$ cat config.mk
export PLATFORM = sky130hd
export DESIGN_NAME = fisr_fmul
export DESIGN_NICKNAME = d
export VERILOG_FILES = /design/src/rtl/fisr_pkg.sv /design/src/rtl/fisr_fmul.sv
export SDC_FILE = /design/constraint.sdc
export NUM_CORES = 2
export LEC_CHECK = 0
export ABC_AREA = 1
export ABC_CLOCK_PERIOD_IN_PS = 14100
export BUFFER_PORTS_ARGS = -buffer_cell sky130_fd_sc_hd__buf_2
export CAP_MARGIN = 10
export CORE_MARGIN = 2
export CORE_UTILIZATION = 50
export DETAILED_ROUTE_END_ITERATION = 8
export GPL_TIMING_DRIVEN = 0
export PLACE_DENSITY = 0.66
export SLEW_MARGIN = 20
export SYNTH_ARGS = -nofsm -noshare
export SYNTH_HDL_FRONTEND = slang
export SYNTH_SLANG_ARGS = --single-unit
$ cat constraint.sdc
create_clock -name clock -period 14.1 [get_ports clock]
set_input_delay 1.41 -clock clock [delete_from_list [all_inputs] [get_ports clock]]
set_output_delay 1.41 -clock clock [all_outputs]
set_load 0.005 [all_outputs]
$ cat src/rtl/fisr_pkg.sv
// Shared constants and helper functions for the reciprocal square root block.
// Used by the float multiplier, the float subtractor and the top level.
package fisr_pkg;

   localparam logic [31:0] MAGIC_GUESS = 32'h5f3759df;
   localparam logic [31:0] FP_HALF     = 32'h3f000000;
   localparam logic [31:0] FP_THREE_HALVES = 32'h3fc00000;
   localparam logic [31:0] CANON_NAN   = 32'h7fc00000;
   localparam logic [30:0] INF_MAG     = 31'h7f800000;
   localparam int unsigned STAGES_PER_OP = 3;
   localparam int unsigned GUESS_TAPS  = 4 * STAGES_PER_OP;
   localparam int unsigned LATENCY     = 5 * STAGES_PER_OP;

   function automatic logic [5:0] lzc48(input logic [47:0] v);
      logic [5:0] cnt;
      cnt = 6'd48;
      for (int i = 0; i < 48; i++) begin
         if (v[i]) begin
            cnt = 6'(47 - i);
         end
      end
      return cnt;
   endfunction

   function automatic logic [4:0] lzc28(input logic [27:0] v);
      logic [4:0] cnt;
      cnt = 5'd28;
      for (int i = 0; i < 28; i++) begin
         if (v[i]) begin
            cnt = 5'(27 - i);
         end
      end
      return cnt;
   endfunction

endpackage

$ cat src/rtl/fisr_fmul.sv
// Three-stage single-precision multiplier with round-to-nearest-even and subnormals.
// Depends on fisr_pkg for the leading-zero count and special constants.
module fisr_fmul
   import fisr_pkg::*;
(
   input  logic        clock,
   input  logic        en,
   input  logic [31:0] a_bits,
   input  logic [31:0] b_bits,
   output logic [31:0] p_bits
);

   logic [7:0]  a_exp, b_exp, a_eff, b_eff;
   logic [23:0] a_man, b_man;
   logic        a_nan, b_nan, a_inf, b_inf, a_zero, b_zero;

   logic [47:0] prod_ff;
   logic [8:0]  esum_ff;
   logic        sign1_ff, nan1_ff, inf1_ff, zero1_ff;

   logic [5:0]  lz;
   logic [10:0] e_in;
   logic [47:0] norm_ff;
   logic [10:0] e_ff;
   logic        sign2_ff, nan2_ff, inf2_ff, zero2_ff;

   logic [6:0]  d;
   logic [9:0]  base;
   logic [73:0] w, r;
   logic        lost, guard, sticky, rup;
   logic [23:0] mant;
   logic [32:0] mag;
   logic [31:0] p_in;
   logic [31:0] p_ff;

   always_comb begin
      a_exp  = a_bits[30:23];
      b_exp  = b_bits[30:23];
      a_man  = {a_exp != 8'd0, a_bits[22:0]};
      b_man  = {b_exp != 8'd0, b_bits[22:0]};
      a_eff  = (a_exp == 8'd0) ? 8'd1 : a_exp;
      b_eff  = (b_exp == 8'd0) ? 8'd1 : b_exp;
      a_nan  = (a_exp == 8'hff) && (a_bits[22:0] != 23'd0);
      b_nan  = (b_exp == 8'hff) && (b_bits[22:0] != 23'd0);
      a_inf  = (a_exp == 8'hff) && (a_bits[22:0] == 23'd0);
      b_inf  = (b_exp == 8'hff) && (b_bits[22:0] == 23'd0);
      a_zero = (a_exp == 8'd0) && (a_bits[22:0] == 23'd0);
      b_zero = (b_exp == 8'd0) && (b_bits[22:0] == 23'd0);
   end

   always_ff @(posedge clock) begin
      if (en) begin
         prod_ff  <= a_man * b_man;
         esum_ff  <= {1'b0, a_eff} + {1'b0, b_eff};
         sign1_ff <= a_bits[31] ^ b_bits[31];
         nan1_ff  <= a_nan | b_nan | (a_inf & b_zero) | (b_inf & a_zero);
         inf1_ff  <= a_inf | b_inf;
         zero1_ff <= a_zero | b_zero;
      end
   end

   always_comb begin
      lz   = lzc48(prod_ff);
      e_in = {2'b00, esum_ff} - 11'd126 - {5'd0, lz};
   end

   always_ff @(posedge clock) begin
      if (en) begin
         norm_ff  <= prod_ff << lz;
         e_ff     <= e_in;
         sign2_ff <= sign1_ff;
         nan2_ff  <= nan1_ff;
         inf2_ff  <= inf1_ff;
         zero2_ff <= zero1_ff;
      end
   end

   always_comb begin
      if ($signed(e_ff) < 11'sd1) begin
         d    = ((11'd1 - e_ff) > 11'd74) ? 7'd74 : 7'(11'd1 - e_ff);
         base = 10'd0;
      end else begin
         d    = 7'd0;
         base = 10'(e_ff - 11'd1);
      end
      w      = {norm_ff, 26'd0};
      r      = w >> d;
      lost   = |(w & ~({74{1'b1}} << d));
      mant   = r[73:50];
      guard  = r[49];
      sticky = (|r[48:0]) | lost;
      rup    = guard & (sticky | mant[0]);
      mag    = {base, 23'd0} + {9'd0, mant} + {32'd0, rup};
      if (nan2_ff) begin
         p_in = CANON_NAN;
      end else if (inf2_ff) begin
         p_in = {sign2_ff, INF_MAG};
      end else if (zero2_ff) begin
         p_in = {sign2_ff, 31'd0};
      end else if (mag >= {2'b00, INF_MAG}) begin
         p_in = {sign2_ff, INF_MAG};
      end else begin
         p_in = {sign2_ff, mag[30:0]};
      end
   end

   always_ff @(posedge clock) begin
      if (en) begin
         p_ff <= p_in;
      end
   end

   assign p_bits = p_ff;

endmodule

==> out/results.txt <==
status: finished clean
detailed placement HPWL: 87900 um
most common cell after layout, fill and taps aside: nand2_1
routed wire length: 105000 um
first-pass GRT wire length: 162000 um
Simple-Gate Fraction of Synth Area: 24.4%
Critical-path top delay cell: clkbuf_1
RSZ-0062 raised after global routing: false
layout cells sized above 1: 4.22%
initial core utilization: 50.8%
GP Congestion: 1.02
DRT antenna net count: 0
per-cell routed wire length: 20.1 um
Overflow after GRT: 0
row cnt: 92
Cells after Synth: 4290
clk sink count: 156
Resize count post-CTS: 0
Final Util: 53.9%
worst slew pin tran: 1140 ps
Slew Limit Fails: 0
routed vias: 28500
CTS buffer count: 17
Synth Area in Compound Gates: 6.18%
Async SR Flop Fraction: 0%
Mapped Nets: 5034
pin count of the biggest net entering global routing: 104
main combinational cell family by area after synthesis: adder cells
crit path capture type: register
vias in the first global route: 28800
average size of a mapped cell: 7.49 sq um
# hold bufs at CTS: 0
Core ar.: 63300 sq um
Clock Latency Late Sink: 450 ps
min Tclk post-route: 10290 ps
root buf cell: clkbuf_16
Tot GR Track Use: 32.0%
CTS Buffer Depth: 2
critical path launch point type: input port
final setup fails: 0
n_diodes: 0
distinct cell type count after synthesis: 72
post-synthesis xor/xnor area fraction: 2.80%
prevailing post-synth register cell: edfxtp_1
Hold Violations, Final: 0
die footprint: 66300 sq um
crit-path max FO: 10
Die W: 258 um
CP bufs+invs: 3
Final period util: 73.0%
Post-route DRC: 0
Post-Route Skew: 18.3 ps
H-tree lvl count: 4
Layout area overhead: 6.17%
DRT iter0 DRCs: 2314
Buffers on Ports: 57
worst endpoint required time: 14280 ps
CTS tree: done
worst setup path category: in -> reg
post-synthesis mux area share: 0.323%
most frequent cells in the layout: nand2_1, inv_1, fa_1, nand3_1, clkbuf_1
IO Pins: 98
crit-path leading delay family: adder cells
YS warnings: 0
number of max-cap violations: 0
Slowest Stage Delay on Critical Path: 690 ps
synthesized area: 32100 sq um
total negative slack: 0 ps
clock transition at the registers of the reported paths: 70 ps
DR vias/cell: 5.46
Post-Synth Adder-Cell Area: 37.7%
drt pass-1 iters: 8
Hold Slack: 421 ps
FF+latch count, synth: 156
critical path arrival: 10460 ps
Worst path most repeated cell: fa_1
Die H: 258 um
maximum clock rate: 0.0972 GHz
postcts setup bufs: 0
Post-synth EDFFs: 156
register area share after synthesis: 14.6%
# nets final: 5111
initial antenna violation count: 0
Hold Path Class: reg -> reg
Slew headroom: 23.7%
==> cell families (layout without fill, tap and decap cells) <==
family                   after synthesis  count (layout)
AO/OA/AOI/OAI                        346             346
XOR/XNOR                             102             102
adder cells (fa/ha/maj)              678             678
buffers and inverters               1170            1260
flip-flops                           156             156
multiplexers                          10              10
AND/OR/NAND/NOR                     1828            1828
==> registers in the layout (all words and copies together), names as in the netlist, 9 cells and up <==
| name | cells |
|---|---|
| norm_ff | 48 |
| esum_ff | 9 |
| p_bits | 32 |
| prod_ff | 48 |
| e_ff | 11 |
==> layout make-up <==
| cell class | count | area (sq um) |
|---|---|---|
| plain buffers | 246 | 1040 |
| clock buffers | 17 | 425 |
| clock inverters | 15 | 176 |
| fillers | 6398 | 29200 |
| inverters | 924 | 3470 |
| multi-input cells | 2964 | 23000 |
| flip-flops and latches | 156 | 4680 |
| well taps | 846 | 1060 |
| repair buffers | 58 | 323 |
==> routing by layer <==
metal | vias up | track usage, % | wire (um)
li1 | 13300 | - | -
met1 | 13600 | 38.8 | 39700
met2 | 1337 | 55.3 | 50400
met3 | 326 | 4.53 | 8480
met4 | 0 | 17.1 | 6610
met5 | - | 0 | 0
==> cell usage after synthesis, drive strengths merged, types with 42 or more instances <==
library cell | number | share of area [%]
a21oi | 79 | 1.2
buf | 42 | 0.84
clkbuf | 204 | 2.4
edfxtp | 156 | 15
fa | 484 | 30
ha | 194 | 7.6
inv | 918 | 11
nand2 | 1129 | 13
nand3 | 375 | 5.9
nor2 | 205 | 2.8
o21ai | 199 | 3.2
xor2 | 79 | 2.2
==> worst register-to-register path, delay by kind of cell (launching register included) <==
kind / cells / cell delay [ps]
XOR/XNOR: 2 / 330
AND/OR/NAND/NOR: 23 / 3140
flip-flops: 1 / 500
buffers and inverters: 4 / 730
AO/OA/AOI/OAI: 6 / 1130
adder cells (fa/ha/maj): 2 / 470
==> through the flow <==
stage	cells	instance area, sq um	worst slack [ps]
final	5226	34100	3810
after global routing	5226	34100	3340
after CTS	5226	34100	3890
after detailed placement	5194	33500	3390
after global placement	5193	33500	3450
after floorplan	4290	32100	5260
==> worst paths after layout <==
kind / start / cells past startpoint / to / slack, ps
worst max register to register: e_ff[1] / 37 / p_bits[6] / 7560
worst min-delay path: zero1_ff / 0 / zero2_ff / 420
worst max-delay path: a_bits[10] / 34 / prod_ff[46] / 3810
worst min register to register: zero1_ff / 0 / zero2_ff / 420
Power is left out: the tool's default activity adds up to more than one toggle a clock period on the data nets, which glitch-free logic cannot reach.
