File: src/rtl/fisr_pkg.sv
// Shared constants and helper functions for the reciprocal square root block.
// Used by the float multiplier, the float subtractor and the top level.
package fisr_pkg;

   localparam logic [31:0] MAGIC_GUESS = 32'h5f3759df;
   localparam logic [31:0] FP_HALF     = 32'h3f000000;
   localparam logic [31:0] FP_THREE_HALVES = 32'h3fc00000;
   localparam logic [31:0] CANON_NAN   = 32'h7fc00000;
   localparam logic [30:0] INF_MAG     = 31'h7f800000;
   localparam int unsigned STAGES_PER_OP = 3;
   localparam int unsigned GUESS_TAPS  = 4 * STAGES_PER_OP;
   localparam int unsigned LATENCY     = 5 * STAGES_PER_OP;

   function automatic logic [5:0] lzc48(input logic [47:0] v);
      logic [5:0] cnt;
      cnt = 6'd48;
      for (int i = 0; i < 48; i++) begin
         if (v[i]) begin
            cnt = 6'(47 - i);
         end
      end
      return cnt;
   endfunction

   function automatic logic [4:0] lzc28(input logic [27:0] v);
      logic [4:0] cnt;
      cnt = 5'd28;
      for (int i = 0; i < 28; i++) begin
         if (v[i]) begin
            cnt = 5'(27 - i);
         end
      end
      return cnt;
   endfunction

endpackage

File: src/rtl/fisr_fsub.sv
// Three-stage single-precision subtractor (a - b) with round-to-nearest-even.
// Depends on fisr_pkg for the leading-zero count and special constants.
module fisr_fsub
   import fisr_pkg::*;
(
   input  logic        clock,
   input  logic        en,
   input  logic [31:0] a_bits,
   input  logic [31:0] b_bits,
   output logic [31:0] d_bits
);

   logic [7:0]  a_exp, b_exp, a_eff, b_eff, big_e, diff;
   logic [23:0] a_man, b_man, big_m, small_m;
   logic        a_nan, b_nan, a_inf, b_inf, a_zero, b_zero, sa, sb;
   logic        a_big, big_s, small_s;
   logic [4:0]  d;
   logic [26:0] small27, al;

   logic [26:0] big1_ff, al1_ff;
   logic [7:0]  e1_ff;
   logic        s1_ff, sub1_ff, nan1_ff, inf1_ff, infs1_ff;

   logic [27:0] sum;
   logic [27:0] sum2_ff;
   logic [4:0]  lz2_ff;
   logic [7:0]  e2_ff;
   logic        s2_ff, sub2_ff, nan2_ff, inf2_ff, infs2_ff;

   logic [7:0]  sh;
   logic [27:0] n;
   logic [8:0]  base;
   logic [23:0] mant;
   logic        rup;
   logic [31:0] mag;
   logic [31:0] d_in;
   logic [31:0] d_ff;

   always_comb begin
      a_exp  = a_bits[30:23];
      b_exp  = b_bits[30:23];
      a_man  = {a_exp != 8'd0, a_bits[22:0]};
      b_man  = {b_exp != 8'd0, b_bits[22:0]};
      a_eff  = (a_exp == 8'd0) ? 8'd1 : a_exp;
      b_eff  = (b_exp == 8'd0) ? 8'd1 : b_exp;
      a_nan  = (a_exp == 8'hff) && (a_bits[22:0] != 23'd0);
      b_nan  = (b_exp == 8'hff) && (b_bits[22:0] != 23'd0);
      a_inf  = (a_exp == 8'hff) && (a_bits[22:0] == 23'd0);
      b_inf  = (b_exp == 8'hff) && (b_bits[22:0] == 23'd0);
      a_zero = (a_exp == 8'd0) && (a_bits[22:0] == 23'd0);
      b_zero = (b_exp == 8'd0) && (b_bits[22:0] == 23'd0);
      sa     = a_bits[31];
      sb     = ~b_bits[31];
      a_big  = {a_eff, a_man} >= {b_eff, b_man};
      big_e   = a_big ? a_eff : b_eff;
      big_m   = a_big ? a_man : b_man;
      big_s   = a_big ? sa : sb;
      small_m = a_big ? b_man : a_man;
      small_s = a_big ? sb : sa;
      diff    = a_big ? (a_eff - b_eff) : (b_eff - a_eff);
      d       = (diff > 8'd27) ? 5'd27 : diff[4:0];
      small27 = {small_m, 3'd0};
      al      = (small27 >> d) | {26'd0, |(small27 & ~({27{1'b1}} << d))};
      // Equal zeros of like sign keep that sign through the big/small path.
      if (a_zero && b_zero && (sa == sb)) begin
         big_s = sa;
      end
   end

   always_ff @(posedge clock) begin
      if (en) begin
         big1_ff  <= {big_m, 3'd0};
         al1_ff   <= al;
         e1_ff    <= big_e;
         s1_ff    <= big_s;
         sub1_ff  <= big_s ^ small_s;
         nan1_ff  <= a_nan | b_nan | (a_inf & b_inf & (sa != sb));
         inf1_ff  <= a_inf | b_inf;
         infs1_ff <= a_inf ? sa : sb;
      end
   end

   always_comb begin
      sum = sub1_ff ? ({1'b0, big1_ff} - {1'b0, al1_ff})
                    : ({1'b0, big1_ff} + {1'b0, al1_ff});
   end

   always_ff @(posedge clock) begin
      if (en) begin
         sum2_ff  <= sum;
         lz2_ff   <= lzc28(sum);
         e2_ff    <= e1_ff;
         s2_ff    <= s1_ff;
         sub2_ff  <= sub1_ff;
         nan2_ff  <= nan1_ff;
         inf2_ff  <= inf1_ff;
         infs2_ff <= infs1_ff;
      end
   end

   always_comb begin
      sh   = ({3'd0, lz2_ff} < e2_ff) ? {3'd0, lz2_ff} : e2_ff;
      n    = sum2_ff << sh;
      base = {1'b0, e2_ff} - {1'b0, sh};
      mant = n[27:4];
      rup  = n[3] & ((|n[2:0]) | mant[0]);
      mag  = {base, 23'd0} + {8'd0, mant} + {31'd0, rup};
      if (nan2_ff) begin
         d_in = CANON_NAN;
      end else if (inf2_ff) begin
         d_in = {infs2_ff, INF_MAG};
      end else if (sum2_ff == 28'd0) begin
         d_in = {s2_ff & ~sub2_ff, 31'd0};
      end else if (mag >= {1'b0, INF_MAG}) begin
         d_in = {s2_ff, INF_MAG};
      end else begin
         d_in = {s2_ff, mag[30:0]};
      end
   end

   always_ff @(posedge clock) begin
      if (en) begin
         d_ff <= d_in;
      end
   end

   assign d_bits = d_ff;

endmodule

File: config.mk
export PLATFORM = sky130hd
export DESIGN_NAME = fisr_fsub
export DESIGN_NICKNAME = d
export VERILOG_FILES = /design/src/rtl/fisr_pkg.sv /design/src/rtl/fisr_fsub.sv
export SDC_FILE = /design/constraint.sdc
export NUM_CORES = 1
export LEC_CHECK = 0
export BUFFER_PORTS_ARGS = -buffer_cell sky130_fd_sc_hd__buf_2
export CORE_MARGIN = 2
export CORE_UTILIZATION = 35
export DETAILED_ROUTE_END_ITERATION = 6
export PLACE_DENSITY = 0.6
export SKIP_LAST_GASP = 1
export SYNTH_ARGS = -nofsm -noshare
export SYNTH_HDL_FRONTEND = slang
export SYNTH_SLANG_ARGS = --single-unit
File: constraint.sdc
create_clock -name clock -period 5.8 [get_ports clock]
set_input_delay 0.29 -clock clock [delete_from_list [all_inputs] [get_ports clock]]
set_output_delay 0.29 -clock clock [all_outputs]
set_load 0.05 [all_outputs]
==> results of run 1 <==
-- layer usage --
metal / part of all wire / vias to the layer above
met1: 0.41 / 6688
li1: - / 6814
met2: 0.50 / 559
met3: 0.047 / 104
met4: 0.038 / 0
met5: 0 / -
-- path summary, 6_finish.rpt --
kind / endpoint / startpoint / slack (ns) / cells past startpoint
max: d_bits[23] / e2_ff[2] / 0.25 / 22
min: infs1_ff / a_bits[31] / 0.18 / 3
max reg2reg: d_bits[23] / e2_ff[2] / 0.25 / 22
min reg2reg: inf2_ff / inf1_ff / 0.42 / 0
-- cells in the mapped netlist (9+ instances only) --
cell and number:
nand2_1 164, o211ai_1 14, nand2b_1 22, mux2i_1 44
nor2b_1 14, o31ai_1 12, clkbuf_1 64, a22oi_1 13
nor4_2 23, mux2_2 18, nand4_1 27, buf_1 9
nor4_1 30, o21a_1 11, a21o_1 32, nor2_1 150
and2_1 23, a211oi_1 27, nor3_1 53, edfxtp_1 142
o22ai_1 17, inv_1 116, nand3_1 91, o21ai_0 130
buf_2 15, o21bai_1 12, a31oi_1 12, xnor2_1 36
a21oi_1 134, xor2_1 24, ha_1 99, and3_1 18
-- report_power, final --
group          total, mW  switching, mW  internal [mW]
Combinational       2.66           1.70          0.958
Sequential          1.45          0.135           1.31
Clock               1.08          0.451          0.634
-- cells by family after synthesis --
logic type | Yosys count
compound gates | 525
xor+xnor | 60
buf+inv | 217
simple gates | 656
fa+ha+maj | 104
mux | 65
flops | 142
-- per-stage QoR --
stage | cells | cell area, sq um | hold slack (ns) | worst slack [ns] | setup TNS [ns]
final | 2432 | 16600 | 0.176 | 0.253 | 0
after floorplan | 1769 | 14500 | 0.400 | 0.727 | 0
after global placement | 2400 | 16100 | 0.401 | 0.313 | 0
after CTS | 2432 | 16600 | 0.160 | 0.414 | 0
after global routing | 2432 | 16600 | 0.191 | -0.0308 | -0.0619
after detailed placement | 2400 | 16100 | 0.411 | 0.308 | 0
-- sequential cells by signal, indices dropped and copies added, names as in the netlist, 5 cells and up --
signal	cells
d_bits	32
sum2_ff	28
al1_ff	27
big1_ff	24
e1_ff	8
e2_ff	8
lz2_ff	5
-- cell type report --
class / count / area share
multi-input cells: 1410 / 0.563
inverters: 121 / 0.0274
flip-flops and latches: 142 / 0.256
clock inverters: 13 / 0.00842
repair buffers: 195 / 0.0790
well taps: 532 / 0.0400
clock buffers: 19 / 0.0260
-- worst reg2reg max path, stage by stage (launching register included) --
cell and delay (ns):
edfxtp_1 0.46, inv_1 0.14, ha_1 0.23, o21a_1 0.19, o221ai_2 0.39, o21ai_1 0.15
nand2_1 0.18, buf_4 0.21, inv_2 0.15, ha_1 0.40, nor2b_1 0.17, o21ai_0 0.15
nand2b_1 0.10, xor2_1 0.35, nand2_1 0.14, nor3_1 0.26, nand2_1 0.17, nand2_1 0.10
o311ai_0 0.17, a31oi_1 0.27, nand2_1 0.35, nor3_1 0.41, o21ai_0 0.14
==> impl_metrics.py, run 1 <==
metrics = {
    "synthesis": {
        "ys_seq_area_frac": 0.294,
        "yosysUniqueCellTypes": 92,
        "yosys.area_share.adder": 0.0918,
        "synth_compound_area_frac": 0.236,
        "synthMuxAreaShare": 0.0491,
        "synth-edff-count": 142,
        "synth_nets": 1938,
        "avgSynthCellArea_sq_um": 8.19,
        "synth_xor_area_frac": 0.0363,
        "synth_top_family_by_area": "compound AO/OA/AOI/OAI gates",
        "ys_seq_elements": 142,
        "syn_inst": 1769,
        "synth_area_leader_cell": "edfxtp_1",
        "yosysWarnings": 0,
        "synthTopCellsByArea": "edfxtp_1 29%, ha_1 8.6%, a21oi_1 4.6%, o21ai_0 4.5%, nand2_1 4.3%",
        "synthFlopType": "edfxtp_1",
        "yosysTopAreaCellShare": 0.294,
        "synth-simple-area-share": 0.232,
        "synth_area_sq_um": 14500,
        "async_flop_share": 0,
    },
    "floorplan": {
        "boundaryPins": 98,
        "dieArea_sq_um": 43000,
        "die_height_um": 207,
        "row_count": 74,
        "fp.dieW_um": 207,
        "coreArea_sq_um": 40800,
        "start_util": 0.355,
    },
    "global_route": {
        "grt.busiest_layer": "met2",
        "gr-usage-met1": 0.284,
        "track_usage": 0.235,
        "grt_pass1_wl_um": 79100,
        "grt_util_met2": 0.421,
        "grt_pass1_vias": 13600,
        "grt-ovfl-total": 0,
        "met3_usage": 0.0281,
        "grt_max_degree": 80,
        "antenna_found_initial": 0,
    },
    "setup_path": {
        "crit_slowest_cell": "edfxtp_1",
        "cp_max_fo": 13,
        "worst-path-buf-inv": 3,
        "cp-end-kind": "flip-flop",
        "path_delay_family": "simple AND/OR/NAND/NOR gates",
        "crit_required_ns": 5.96,
        "path_common_cell": "nand2_1",
        "cp_cell_sequence": "inv_1 -> ha_1 -> o21a_1 -> o221ai_2 -> o21ai_1 -> nand2_1 -> buf_4 -> inv_2 -> ha_1 -> nor2b_1 -> o21ai_0 -> nand2b_1 -> xor2_1 -> nand2_1 -> nor3_1 -> nand2_1 -> nand2_1 -> o311ai_0 -> a31oi_1 -> nand2_1 -> nor3_1 -> o21ai_0",
        "slowest_delay_ns": 0.46,
        "startpoint_type": "flip-flop",
        "path_class": "flip-flop to flip-flop",
        "crit_arrival_ns": 5.71,
    },
    "detailed_routing": {
        "final_antenna_net_count": 0,
        "drtPass1Iterations": 6,
        "num_vias": 14200,
        "drt_wl_total_um": 51600,
        "drt_iter0_drc": 1220,
        "viasPerCell": 5.82,
        "drc": 0,
        "wire_per_inst_um": 21.2,
    },
    "status": {
        "status": "finished clean",
    },
    "clock_tree": {
        "hold_buffers": 0,
        "clk_pin_slew_ns": 0.06,
        "h-tree-depth": 4,
        "insertion_delay_ns": 0.44,
        "cts_tree": "built",
        "cts_post_setup_buffers_inserted": 0,
        "cts-root-buf": "clkbuf_16",
        "clock_sinks": 142,
        "cts_made_buffers": 17,
        "ctsResizeCount": 0,
        "clock_path_buffers": 2,
    },
    "timing": {
        "worst_slew_pin_slew_ns": 0.971,
        "fmax_ghz": 0.180,
        "min_period_ns": 5.55,
        "setup_viol": 0,
        "slew_headroom": 0.336,
        "fin_skew_ns": 0.0109,
        "final_max_slew_viol_count": 0,
        "hold_violations": 0,
        "period_share": 0.956,
    },
    "placed_design": {
        "dp_hpwl_um": 41800,
        "gp_congestion": 0.964,
        "portBuffers": 97,
    },
    "power_and_ir_drop": {
        "leakage_nw": 6.74,
        "peakVddDrop_mv": 0.195,
        "powerDensity_nw_per_um2": 312,
        "finalPower_mw": 5.19,
    },
    "worst_hold_path": {
        "hold_class": "input port to flip-flop",
    },
    "final_layout": {
        "diodes": 0,
        "seq_area_sq_um": 4260,
        "fin_util": 0.408,
        "layout_commonest_cell": "nand2_1",
        "nets": 2056,
        "drive_gt1_frac": 0.165,
        "fill_cells": 4123,
        "area_delta_synth_final_pct": 14.9,
        "most-common-layout-cells": "163 x nand2_1, 150 x nor2_1, 142 x edfxtp_1",
        "multi_input_area_sq_um": 9370,
    },
    "run": {
        "cap_violations": 0,
    },
}
Power figures use the tool's default switching activity.
==> run 2, diff against run 1 <==
Settings changed: RECOVER_POWER from default to 25.
==> impl_metrics.py, run 2 (synthesized netlist as in run 1, its figures left out) <==
metrics = {
    "global_route": {
        "antenna_found_initial": 0,
        "grt_pass1_wl_um": 79100,
        "grt_max_degree": 80,
        "grt-ovfl-total": 0,
        "grt_pass1_vias": 13600,
        "track_usage": 0.235,
    },
    "power_and_ir_drop": {
        "leakage_nw": 6.73,
        "powerDensity_nw_per_um2": 312,
        "finalPower_mw": 5.19,
        "peakVddDrop_mv": 0.196,
    },
    "timing": {
        "hold_slack_ns": 0.172,
        "fin_skew_ns": 0.0106,
        "tns_ns": 0,
        "hold_violations": 0,
        "min_period_ns": 5.52,
        "setup_viol": 0,
        "final_max_slew_viol_count": 106,
        "fmax_ghz": 0.181,
        "worst_slew_pin_slew_ns": 3.52,
        "period_share": 0.952,
        "slew_headroom": -1.34,
    },
    "clock_tree": {
        "cts_made_buffers": 17,
        "clock_path_buffers": 2,
        "clock_sinks": 142,
        "clk_pin_slew_ns": 0.06,
        "cts_tree": "built",
        "cts-root-buf": "clkbuf_16",
        "insertion_delay_ns": 0.45,
        "h-tree-depth": 4,
        "hold_buffers": 0,
    },
    "detailed_routing": {
        "viasPerCell": 5.84,
        "drt_wl_total_um": 51700,
        "drtPass1Iterations": 5,
        "drc": 0,
        "final_antenna_net_count": 0,
        "drt_iter0_drc": 1267,
        "wire_per_inst_um": 21.3,
        "num_vias": 14200,
    },
    "worst_hold_path": {
        "holdPathEnd": "infs1_ff",
        "hold_class": "input port to flip-flop",
        "hold_depth": 3,
        "hold_start": "a_bits[31]",
    },
    "final_layout": {
        "multi_input_area_sq_um": 9370,
        "layout_commonest_cell": "nand2_1",
        "seq_area_sq_um": 4260,
        "area_delta_synth_final_pct": 14.9,
        "largest_reg_flops": 32,
        "final_cell_area_sq_um": 16600,
        "fin_util": 0.407,
        "nets": 2056,
        "drive_gt1_frac": 0.163,
        "diodes": 0,
        "fill_cells": 4124,
        "most-common-layout-cells": "163 x nand2_1, 150 x nor2_1, 142 x edfxtp_1",
    },
    "status": {
        "violations": "max-capacitance violations, max-slew violations",
        "status": "complete, but fails checks",
    },
    "setup_path": {
        "path_class": "flip-flop to flip-flop",
        "startpoint_type": "flip-flop",
        "crit_required_ns": 5.96,
        "ff2ff_path_depth": 22,
        "cp_max_fo": 13,
        "regToRegStartpoint": "e2_ff[1]",
        "cp-end-kind": "flip-flop",
        "regToRegEndpoint": "d_bits[23]",
        "r2r_setup_slack_ns": 0.28,
        "crit_arrival_ns": 5.69,
    },
    "placed_design": {
        "dp_hpwl_um": 41800,
        "portBuffers": 97,
        "gp_congestion": 0.964,
        "placed_area_sq_um": 16100,
    },
    "floorplan": {
        "fp.dieW_um": 207,
        "coreArea_sq_um": 40800,
        "die_height_um": 207,
        "dieArea_sq_um": 43000,
        "row_count": 74,
        "boundaryPins": 98,
        "start_util": 0.355,
    },
    "run": {
        "cap_violations": 2,
    },
}
-- run 2: cell count changes in the layout (fill, tap and decap cells not counted) --
cell / before / now
buf_2: 96 / 95
buf_4: 91 / 90
buf_6: 1 / 0
clkbuf_1: 2 / 5
-- run 2: cell type report --
class	instances	area share
Clock buffer	19	0.0260
Clock inverter	13	0.00843
Inverter	121	0.0274
Multi-Input combinational cell	1410	0.563
Sequential cell	142	0.256
Tap cell	532	0.0400
Timing Repair Buffer	195	0.0783
-- run 2: repair_timing --
action | in CTS | in global routing
setup endpoints to repair | 0 | 26
gates resized for setup | 0 | 4
setup buffers | 0 | 0
-- run 2: metrics by stage --
stage,instances,worst slack [ns]
2_1_floorplan,1769,0.727
3_3_place_gp,2400,0.313
3_5_place_dp,2400,0.308
4_1_cts,2432,0.414
5_1_grt,2432,-0.0308
6_report,2432,0.276
-- run 2: worst max-delay path: stages, from the launching register on --
cell and delay (ns):
edfxtp_1 0.42, inv_1 0.12, ha_1 0.20, nor4_2 0.37, o21a_2 0.32, o21ai_1 0.13, nand2_1 0.18, buf_4 0.21
inv_2 0.14, ha_1 0.40, nor2b_1 0.16, o21ai_0 0.15, nand2b_1 0.10, xor2_1 0.35, nand2_1 0.13, nor3_1 0.27
nand2_1 0.17, nand2_1 0.10, o311ai_0 0.16, a31oi_1 0.27, nand2_1 0.34, nor3_1 0.40, o21ai_0 0.13
-- run 2: metal layers --
metal,track usage,share of wire,vias up
li1,-,-,6814
met1,0.284,0.41,6737
met2,0.421,0.50,546
met5,0,0,-
met3,0.0281,0.051,107
met4,0.0993,0.038,0
-- run 2: power by group --
group	internal (mW)	leakage, nW	switching (mW)	total (mW)
logic	0.956	5.08	1.70	2.66
registers	1.31	1.38	0.136	1.45
clock network	0.634	0.272	0.453	1.09
-- run 2: worst max path at each step --
stage / slack, ns / to / cells after the start / start
2_1_floorplan: 0.73 / d_bits[10] / 24 / e2_ff[2]
3_3_place_gp: 0.31 / al1_ff[3] / 23 / b_bits[24]
3_5_place_dp: 0.31 / al1_ff[3] / 23 / b_bits[24]
4_1_cts: 0.41 / d_bits[23] / 22 / e2_ff[2]
5_1_grt: -0.03 / d_bits[23] / 21 / e2_ff[1]
6_report: 0.28 / d_bits[23] / 22 / e2_ff[1]
==> run 3, diff against run 2 <==
Settings changed: ABC_AREA from default to 1.
==> impl_metrics.py, run 3 <==
metrics = {
    "synthesis": {
        "synthFlopType": "edfxtp_1",
        "yosysUniqueCellTypes": 56,
        "ys_top_cells_by_count": "647 x nand2_1, 338 x nand3_1, 287 x inv_1",
        "synth_area_leader_cell": "edfxtp_1",
        "yosysWarnings": 0,
        "synthTopCellsByArea": "edfxtp_1 28%, nand2_1 16%, nand3_1 11%, ha_1 8.3%, inv_1 7.2%",
        "synthMostInstantiatedCell": "nand2_1",
        "synth_nets": 2457,
        "synth_area_sq_um": 15000,
        "ys_seq_area_frac": 0.285,
        "synth-edff-count": 142,
        "avgSynthCellArea_sq_um": 6.54,
        "yosysTopAreaCellShare": 0.285,
        "syn_inst": 2288,
        "async_flop_share": 0,
        "ys_seq_elements": 142,
    },
    "final_layout": {
        "largest_reg_flops": 32,
        "drive_gt1_frac": 0.0994,
        "fill_cells": 4543,
        "stdcell_count": 2883,
        "multi_input_area_sq_um": 9140,
        "layout_commonest_cell": "nand2_1",
        "diodes": 0,
        "seq_area_sq_um": 4260,
        "nets": 2500,
        "area_delta_synth_final_pct": 10.2,
        "most-common-layout-cells": "647 x nand2_1, 337 x nand3_1, 287 x inv_1",
    },
    "status": {
        "violations": "max-capacitance violations, max-slew violations",
        "status": "complete, but fails checks",
    },
    "clock_tree": {
        "cts_tree": "built",
        "ctsResizeCount": 0,
        "cts_post_setup_buffers_inserted": 0,
        "insertion_delay_ns": 0.45,
        "clk_pin_slew_ns": 0.06,
        "cts-root-buf": "clkbuf_16",
        "clock_sinks": 142,
        "h-tree-depth": 4,
        "clock_path_buffers": 2,
        "hold_buffers": 0,
        "cts_made_buffers": 17,
    },
    "timing": {
        "setup_viol": 0,
        "slew_headroom": -1.75,
        "fmax_ghz": 0.191,
        "final_max_slew_viol_count": 80,
        "period_share": 0.902,
        "hold_violations": 0,
        "fin_skew_ns": 0.0153,
        "rsz0062_at_grt": "no",
        "hold_slack_ns": 0.188,
        "min_period_ns": 5.23,
        "tns_ns": 0,
        "fin_ws_ns": 0.570,
        "worst_slew_pin_slew_ns": 4.13,
    },
    "detailed_routing": {
        "drt_wl_total_um": 48000,
        "drtPass1Iterations": 6,
        "wire_per_inst_um": 16.6,
        "viasPerCell": 5.26,
        "drc": 0,
        "final_antenna_net_count": 0,
        "num_vias": 15200,
        "drt_iter0_drc": 1334,
    },
    "placed_design": {
        "gp_congestion": 0.964,
        "post-place-ws_ns": 0.598,
        "dp.cells": 2851,
        "dp_hpwl_um": 39200,
        "portBuffers": 97,
    },
    "floorplan": {
        "start_util": 0.356,
        "boundaryPins": 98,
        "coreArea_sq_um": 42000,
        "die_height_um": 211,
        "dieArea_sq_um": 44400,
        "fp.dieW_um": 211,
        "row_count": 75,
    },
    "run": {
        "cap_violations": 1,
    },
    "global_route": {
        "track_usage": 0.220,
        "grt_pass1_vias": 14400,
        "grt_max_degree": 102,
        "grt-ovfl-total": 0,
        "grt_pass1_wl_um": 77100,
        "antenna_found_initial": 0,
    },
    "setup_path": {
        "slowest_delay_ns": 0.44,
        "startpoint_type": "flip-flop",
        "r2r_setup_slack_ns": 0.57,
        "path_class": "flip-flop to flip-flop",
        "crit_slowest_cell": "edfxtp_1",
        "crit_arrival_ns": 5.41,
        "cp-end-kind": "flip-flop",
        "path_common_cell": "nand2_1",
        "crit_required_ns": 5.98,
        "cp_max_fo": 22,
    },
    "power_and_ir_drop": {
        "peakVddDrop_mv": 0.220,
        "powerDensity_nw_per_um2": 307,
        "finalPower_mw": 5.07,
        "leakage_nw": 7.94,
    },
    "worst_hold_path": {
        "hold_class": "input port to flip-flop",
    },
}
-- run 3: cell count changes after synthesis, sizes merged, moves of 23 or more --
| cell | before | now |
|---|---|---|
| nand2 | 165 | 656 |
| nand3 | 93 | 346 |
| inv | 120 | 299 |
| a21oi | 134 | 88 |
| nor2 | 151 | 197 |
| mux2i | 44 | 1 |
| nor3 | 55 | 19 |
| xnor2 | 36 | 4 |
| a21o | 32 | 1 |
| nor4 | 54 | 25 |
| a211oi | 29 | 4 |
| xor2 | 24 | 49 |
| o21ai | 139 | 162 |
-- run 3: per-layer routing --
layer	share of wire	global-route usage	vias to the layer above	wire length [um]
li1	-	-	7641	-
met5	0	0	-	0
met1	0.43	0.278	6896	20800
met4	0.045	0.107	0	2180
met3	0.045	0.0238	114	2170
met2	0.48	0.376	507	22900
-- run 3: worst paths after layout --
check | start | end | cells past startpoint
min | a_bits[31] | s1_ff | 3
max reg2reg | e2_ff[1] | d_bits[1] | 29
min reg2reg | e1_ff[4] | e2_ff[4] | 0
max | e2_ff[1] | d_bits[1] | 29
-- run 3: cell families (layout without fill, tap and decap cells) --
group / Yosys count / in the layout / synth area share
compound gates: 303 / 303 / 0.113
flops: 142 / 142 / 0.285
mux: 1 / 1 / 0.000669
fa+ha+maj: 103 / 103 / 0.0881
buf+inv: 399 / 455 / 0.105
xor+xnor: 53 / 53 / 0.0315
simple gates: 1287 / 1287 / 0.377
-- run 3: cell type report --
class,instances,area share
multi-input cells,1747,0.554
flip-flops and latches,142,0.258
inverters,302,0.0687
repair buffers,121,0.0409
well taps,539,0.0409
clock buffers,18,0.0260
clock inverters,14,0.0110
-- run 3: power by group --
group	switching, mW	internal, mW	total, mW
Clock	0.461	0.685	1.15
Combinational	1.76	0.763	2.53
Sequential	0.0884	1.31	1.40
-- run 3: critical path, delay by kind of cell (launching register included) --
family	cells	cell delay, ns
xor gates and xnor gates	1	0.23
AOI/OAI and AO/OA	1	0.11
buffers and inverters	4	0.69
adders and majority gates	2	0.56
and+or+nand+nor	21	2.91
DFF	1	0.44
-- run 3: metrics by stage --
| step | area (sq um) | utilization |
|---|---|---|
| detailed placement | 15900 | 0.378 |
| global placement | 15900 | 0.378 |
| floorplan | 15000 | - |
| finish | 16500 | 0.393 |
| CTS | 16500 | 0.393 |
| global route | 16500 | 0.393 |
